<file path="src/hw/rtl/qrs_sqrt.sv">
// Pipelined integer square root, one result bit per stage.
module qrs_sqrt #(
    parameter int RW  = 34,
    parameter int SBW = 1
) (
    input  logic              clk,
    input  logic              rst_n,
    input  logic              en,
    input  logic              in_valid,
    input  logic [2*RW-1:0]   rad,
    input  logic [SBW-1:0]    in_sb,
    output logic              out_valid,
    output logic [RW-1:0]     root,
    output logic [SBW-1:0]    out_sb
);

    logic              v_w    [RW+1];
    logic [2*RW-1:0]   rad_w  [RW+1];
    logic [RW+1:0]     rem_w  [RW+1];
    logic [RW-1:0]     root_w [RW+1];
    logic [SBW-1:0]    sb_w   [RW+1];

    assign v_w[0]    = in_valid;
    assign rad_w[0]  = rad;
    assign rem_w[0]  = '0;
    assign root_w[0] = '0;
    assign sb_w[0]   = in_sb;

    for (genvar s = 0; s < RW; s++) begin : g_stage
        logic              v_reg;
        logic [2*RW-1:0]   rad_reg;
        logic [RW+1:0]     rem_reg;
        logic [RW-1:0]     root_reg;
        logic [SBW-1:0]    sb_reg;
        logic [RW+1:0]     rem_sh;
        logic [RW+1:0]     trial;
        logic              take;
        logic [RW+1:0]     rem_next;
        logic [RW-1:0]     root_next;

        always_comb
        begin
            rem_sh    = {rem_w[s][RW-1:0], rad_w[s][2*RW-1 -: 2]};
            trial     = {root_w[s], 2'b01};
            take      = rem_sh >= trial;
            rem_next  = take ? (rem_sh - trial) : rem_sh;
            root_next = {root_w[s][RW-2:0], take};
        end

        always_ff @(posedge clk or negedge rst_n)
        begin
            if (!rst_n)
            begin
                v_reg <= 1'b0;
            end
            else if (en)
            begin
                v_reg <= v_w[s];
            end
        end

        always_ff @(posedge clk)
        begin
            if (en)
            begin
                rad_reg  <= rad_w[s] << 2;
                rem_reg  <= rem_next;
                root_reg <= root_next;
                sb_reg   <= sb_w[s];
            end
        end

        assign v_w[s+1]    = v_reg;
        assign rad_w[s+1]  = rad_reg;
        assign rem_w[s+1]  = rem_reg;
        assign root_w[s+1] = root_reg;
        assign sb_w[s+1]   = sb_reg;
    end

    assign out_valid = v_w[RW];
    assign root      = root_w[RW];
    assign out_sb    = sb_w[RW];

endmodule

</file>
<file path="config.mk">
export PLATFORM = sky130hd
export DESIGN_NAME = qrs_sqrt
export DESIGN_NICKNAME = d
export VERILOG_FILES = /design/src/hw/rtl/qrs_sqrt.sv
export SDC_FILE = /design/constraint.sdc
export NUM_CORES = 2
export LEC_CHECK = 0
export ABC_CLOCK_PERIOD_IN_PS = 9800
export BUFFER_PORTS_ARGS = -buffer_cell sky130_fd_sc_hd__buf_2
export CAP_MARGIN = 15
export CORE_AREA = 2 2 350 699
export DETAILED_ROUTE_END_ITERATION = 10
export DIE_AREA = 0 0 352 701
export PLACE_DENSITY = 0.78
export SLEW_MARGIN = 10
export SYNTH_ARGS = -nofsm -noshare
export SYNTH_HDL_FRONTEND = slang
export SYNTH_SLANG_ARGS = --single-unit
export TNS_END_PERCENT = 10
</file>
<file path="constraint.sdc">
create_clock -name clk -period 9.8 [get_ports clk]
set_input_delay 1.47 -clock clk [delete_from_list [all_inputs] [get_ports clk]]
set_output_delay 1.47 -clock clk [all_outputs]
set_load 0.02 [all_outputs]
</file>
Yosys cells after proc, flatten, opt, wreduce, memory -nomap -nowiden
Cells that the tools add are included.
{"block": "word_totals", "reg_bits": 2876, "inputBits": 73}
{"block": "op_classes", "n_addsub": 33, "magnitude_cmp": 34, "n_mux": 33}
{"op": "two-way mux 34 bit", "n": 32}
{"op": "greater-or-equal comparator 36 x 10 -> 1 bit", "n": 1}
{"op": "greater-or-equal comparator 36 x 11 -> 1 bit", "n": 1}
{"op": "greater-or-equal comparator 36 x 12 -> 1 bit", "n": 1}
{"op": "greater-or-equal comparator 36 x 13 -> 1 bit", "n": 1}
{"op": "greater-or-equal comparator 36 x 14 -> 1 bit", "n": 1}
{"op": "greater-or-equal comparator 36 x 15 -> 1 bit", "n": 1}
{"op": "greater-or-equal comparator 36 x 16 -> 1 bit", "n": 1}
{"op": "greater-or-equal comparator 36 x 17 -> 1 bit", "n": 1}
{"op": "greater-or-equal comparator 36 x 18 -> 1 bit", "n": 1}
{"op": "greater-or-equal comparator 36 x 19 -> 1 bit", "n": 1}
{"op": "greater-or-equal comparator 36 x 20 -> 1 bit", "n": 1}
{"op": "greater-or-equal comparator 36 x 21 -> 1 bit", "n": 1}
{"op": "greater-or-equal comparator 36 x 22 -> 1 bit", "n": 1}
{"op": "greater-or-equal comparator 36 x 23 -> 1 bit", "n": 1}
{"op": "greater-or-equal comparator 36 x 24 -> 1 bit", "n": 1}
{"op": "greater-or-equal comparator 36 x 25 -> 1 bit", "n": 1}
{"op": "greater-or-equal comparator 36 x 26 -> 1 bit", "n": 1}
{"op": "greater-or-equal comparator 36 x 27 -> 1 bit", "n": 1}
{"op": "greater-or-equal comparator 36 x 28 -> 1 bit", "n": 1}
{"op": "greater-or-equal comparator 36 x 29 -> 1 bit", "n": 1}
{"op": "greater-or-equal comparator 36 x 3 -> 1 bit", "n": 1}
{"op": "greater-or-equal comparator 36 x 30 -> 1 bit", "n": 1}
{"op": "greater-or-equal comparator 36 x 31 -> 1 bit", "n": 1}
{"op": "45 further kinds", "n": 45}

Longest topological paths before layout
{"block": "depth", "word_depth": 2, "mapped_depth": 15}

Worst setup path after synthesis
No wires, ideal clock.
{"block": "synth_timing", "path_type": "register to register", "from": "register g_stage[29].rem_reg[3]", "to": "register g_stage[30].rem_reg[12] (data pin)", "t_arrival_ns": 3.267, "slack_ns": 6.267, "stages_incl_launch_ff": 12, "n_path_buf": 2, "cell_sequence": "edfxtp_1 > ha_1 > a21o_1 > nor3_1 > a21oi_1 > a221o_1 > a2111oi_0 > nor2_1 > a221oi_1 > clkbuf_1 > clkbuf_1 > o21ai_0"}
{"block": "synth_via", "elab_chain_len": 2, "elab_cells_between_ends": 3, "cone_classes": "add/sub: 1; order compare: 1; mux: 1"}
{"item": "from (decl)", "line_no": "32", "source": "logic [RW+1:0] rem_reg;"}
{"item": "from (signal assigned)", "line_no": "67", "source": "rem_reg <= rem_next;"}
{"item": "subtractor 34 x 32 -> 34 bit or greater-or-equal comparator 36 x 32 -> 1 bit (tied branches)", "line_no": "46, 45"}
{"item": "two-way mux 34 bit *", "line_no": "46", "source": "rem_next = take ? (rem_sh - trial) : rem_sh;"}
{"item": "net g_stage[30].rem_next[12]", "line_no": "38", "source": "logic [RW+1:0] rem_next;"}
{"item": "to (signal assigned)", "line_no": "67"}
{"item": "to (decl)", "line_no": "32"}
The timed path passes the listed nets; every way through them passes the cells marked *.
A chain may end at the register's enable or synchronous reset.

Worst setup path in the final report
{"block": "layout_timing", "from": "register g_stage[29].root_reg[2]", "to": "register g_stage[30].rem_reg[1] (data pin)"}
{"block": "layout_via", "elab_chain_len": 2}
{"item": "from (decl)", "line_no": "33", "source": "logic [RW-1:0] root_reg;"}
{"item": "from (signal assigned)", "line_no": "68", "source": "root_reg <= root_next;"}
{"item": "greater-or-equal comparator 36 x 32 -> 1 bit", "line_no": "45", "source": "take = rem_sh >= trial;"}
{"item": "two-way mux 34 bit", "line_no": "46"}
{"item": "net g_stage[30].rem_next[1]", "line_no": "38"}
The timed path passes the listed nets, and every way through them passes these cells.

==> results.ini <==
[worst_setup_path]
slowest_stage=a2111oi_0
crit_path_cell_trace=inv_1 > ha_1 > o211ai_1 > a21o_1 > a21oi_1 > a221o_1 > a2111oi_0 > nor2_1 > a221oi_4 > buf_4 > mux2i_1
rr_startpoint=g_stage[29].root_reg[2]
ff2ff_setup_slack_ns=4.35
regToRegEndpoint=g_stage[30].rem_reg[1]
crit_arrival_ns=6.09
cp_max_fo=65
critPathCaptureType=flip-flop
cp-start-kind=flip-flop
reg2reg_depth=11
critPathBufInv=2
required_ns=10.44
crit_family=compound AO/OA/AOI/OAI gates
critPathKind=reg2reg
cp_slowest_stage_delay_ns=1.06

[die]
coreArea_sq_mm=0.241
ioPinCount=109
die_area_sq_mm=0.247
die_h_microns=701
start_util_pct=54.9
rows=255
die_w_microns=352

[worst_hold_path]
hold_path_class=reg2reg
whs_path_depth=0
holdPathEnd=g_stage[15].rad_reg[46]
hp-start=g_stage[14].rad_reg[44]

[power_and_ir_drop]
powerDensity_mw_per_mm2=244
irDropWorstVdd_mv=0.209
p_leak_nw=55.4
p_total_mw=35.4

[cts]
clkLatencyLatePin_ns=0.94
cts-root-buf=clkbuf_16
cts_inserted_buffers=246
cts_tree=built
clk_pin_slew_worst_paths_ns=0.07
htree_levels=4
hold_buffers=0
cts-resized-gates=0
cts_setup_buffers=0
cts.sinks=2856
clockBufferDepth=4

[synth]
syn_area_per_cell_sq_um=13.0
synthArstFlopShare_pct=1.19
yosysUniqueCellTypes=92
netlist_instances=10204
syn-cell-area_sq_mm=0.132
synth_edf_count=2822
synth_seq_cells=2856
seq_area_frac_synth_pct=64.8
synth.net_count=10908
ys.flop_type=edfxtp_1
yosysWarnings=0

[timing]
period_share_pct=55.6
finClkSkew_ns=0.0905
drv_slew=0
hold_viol=0
slew_headroom_pct=12.7
setup_viol=0
rsz0062_at_grt=no
fin_ws_ns=4.35
min_period_ns=5.45
max_freq_mhz=183
setup_tns_ns=0
worst_slew_pin_slew_ns=1.31
whs_ns=0.348

[detailed_routing]
wl_per_cell_microns=25.8
drtAntennaViolNets=0
drc=0
met2RoutedLength_microns=199000
vias_per_cell=5.94
wl_met3_microns=14500
drt_iter0_markers=5562
dr.pass1.iters=7
wl_met1_microns=93600
routed_wl_microns=359000
vias=82431
top_layer=met5

[finish]
layout_common_cells=edfxtp_1 (2822), inv_1 (811), nand2_1 (729)
nets=11140
largest_reg_flops=1122
layout_commonest_cell=edfxtp_1
drive_gt1_share_pct=7.15
syn_to_final_growth_pct=9.77

[grt]
first_global_vias=86157
grt_pass1_wl_microns=521000
antenna_found_initial=26
grt_max_degree=192
overflow=0
track_usage_pct=28.8

[placement]
io_buffers=108
dp_slack_ns=4.46
globalplace.congestion=1.06
dp_hpwl_microns=265000

[run_status]
status=completed

[job]
maxCapViolations=0

-- routing by layer --
metal	global-route usage, %	vias to the layer above
li1	-	38165
met1	20.5	40087
met2	56.4	2606
met3	5.24	1553
met4	34.2	20
met5	0	-
-- synth_stat cells, types with 43 or more instances --
cell         n  area, sq um
edfxtp_1  2822        84700
inv_1      811         3040
nand2_1    729         2740
a21oi_1    643         3220
ha_1       631         7900
o21ai_0    595         2980
nor2_1     566         2120
xnor2_1    489         4280
xor2_1     407         3560
a21o_1     314         2360
nor3_1     233         1170
clkbuf_1   172          646
nand3_1    152          761
nand2b_1   125          782
nand4_1    112          701
nor4_1     112          701
or3_1      107          669
o21a_1      98          736
nor2b_1     83          519
mux2_2      80          901
o31ai_1     70          526
a31oi_1     65          407
and3_1      64          400
or4_1       63          473
a211oi_1    50          375
or2_2       50          313
o21bai_1    49          368
nand3b_1    43          323
-- cell families (layout without fill, tap and decap cells) --
family | count (synthesis) | count (layout) | synth area share, %
mux | 97 | 97 | 0.810
other cells | 1 | 39 | 0.00284
xor+xnor | 896 | 896 | 5.94
simple gates | 2557 | 2557 | 9.57
buf+inv | 1015 | 1446 | 2.92
flops | 2856 | 2856 | 64.8
fa+ha+maj | 631 | 631 | 5.97
compound gates | 2151 | 2151 | 10.0
-- how the worst max path moves through the flow --
| stage | startpoint | endpoint | slack (ns) | cells past startpoint |
|---|---|---|---|---|
| 3_3_place_gp | g_stage[29].root_reg[6] | g_stage[30].rem_reg[1] | 4.58 | 11 |
| 5_1_grt | g_stage[29].root_reg[2] | g_stage[30].rem_reg[5] | 4.34 | 11 |
| 4_1_cts | g_stage[29].root_reg[6] | g_stage[30].rem_reg[1] | 4.50 | 11 |
| 3_5_place_dp | g_stage[29].root_reg[2] | g_stage[30].rem_reg[5] | 4.46 | 11 |
| 2_1_floorplan | g_stage[29].rem_reg[3] | g_stage[30].rem_reg[12] | 6.27 | 11 |
| 6_report | g_stage[29].root_reg[2] | g_stage[30].rem_reg[1] | 4.35 | 11 |
-- cell type report --
| cell class | count | area [sq um] |
|---|---|---|
| fill | 18356 | 95800 |
| sequential | 2856 | 85600 |
| multi-input combinational | 6333 | 42900 |
| clock buffer | 283 | 6420 |
| tap | 3212 | 4020 |
| inverter | 813 | 3050 |
| clock inverter | 164 | 1650 |
| timing repair buffer | 186 | 1360 |
| antenna | 38 | 95.1 |
-- power by group --
| group | switching (mW) | internal (mW) |
|---|---|---|
| registers | 1.26 | 15.6 |
| logic | 5.48 | 3.23 |
| clock network | 4.50 | 5.40 |
-- per-stage QoR --
step / cell area, sq um / utilization (%) / cells
floorplan: 132000 / - / 10204
finish: 145000 / 60.2 / 13885
detailed placement: 137000 / 56.8 / 13395
global placement: 137000 / 56.8 / 13394
global route: 145000 / 60.2 / 13858
CTS: 145000 / 60.1 / 13842
No activity file was read; power rests on OpenSTA's default activity.
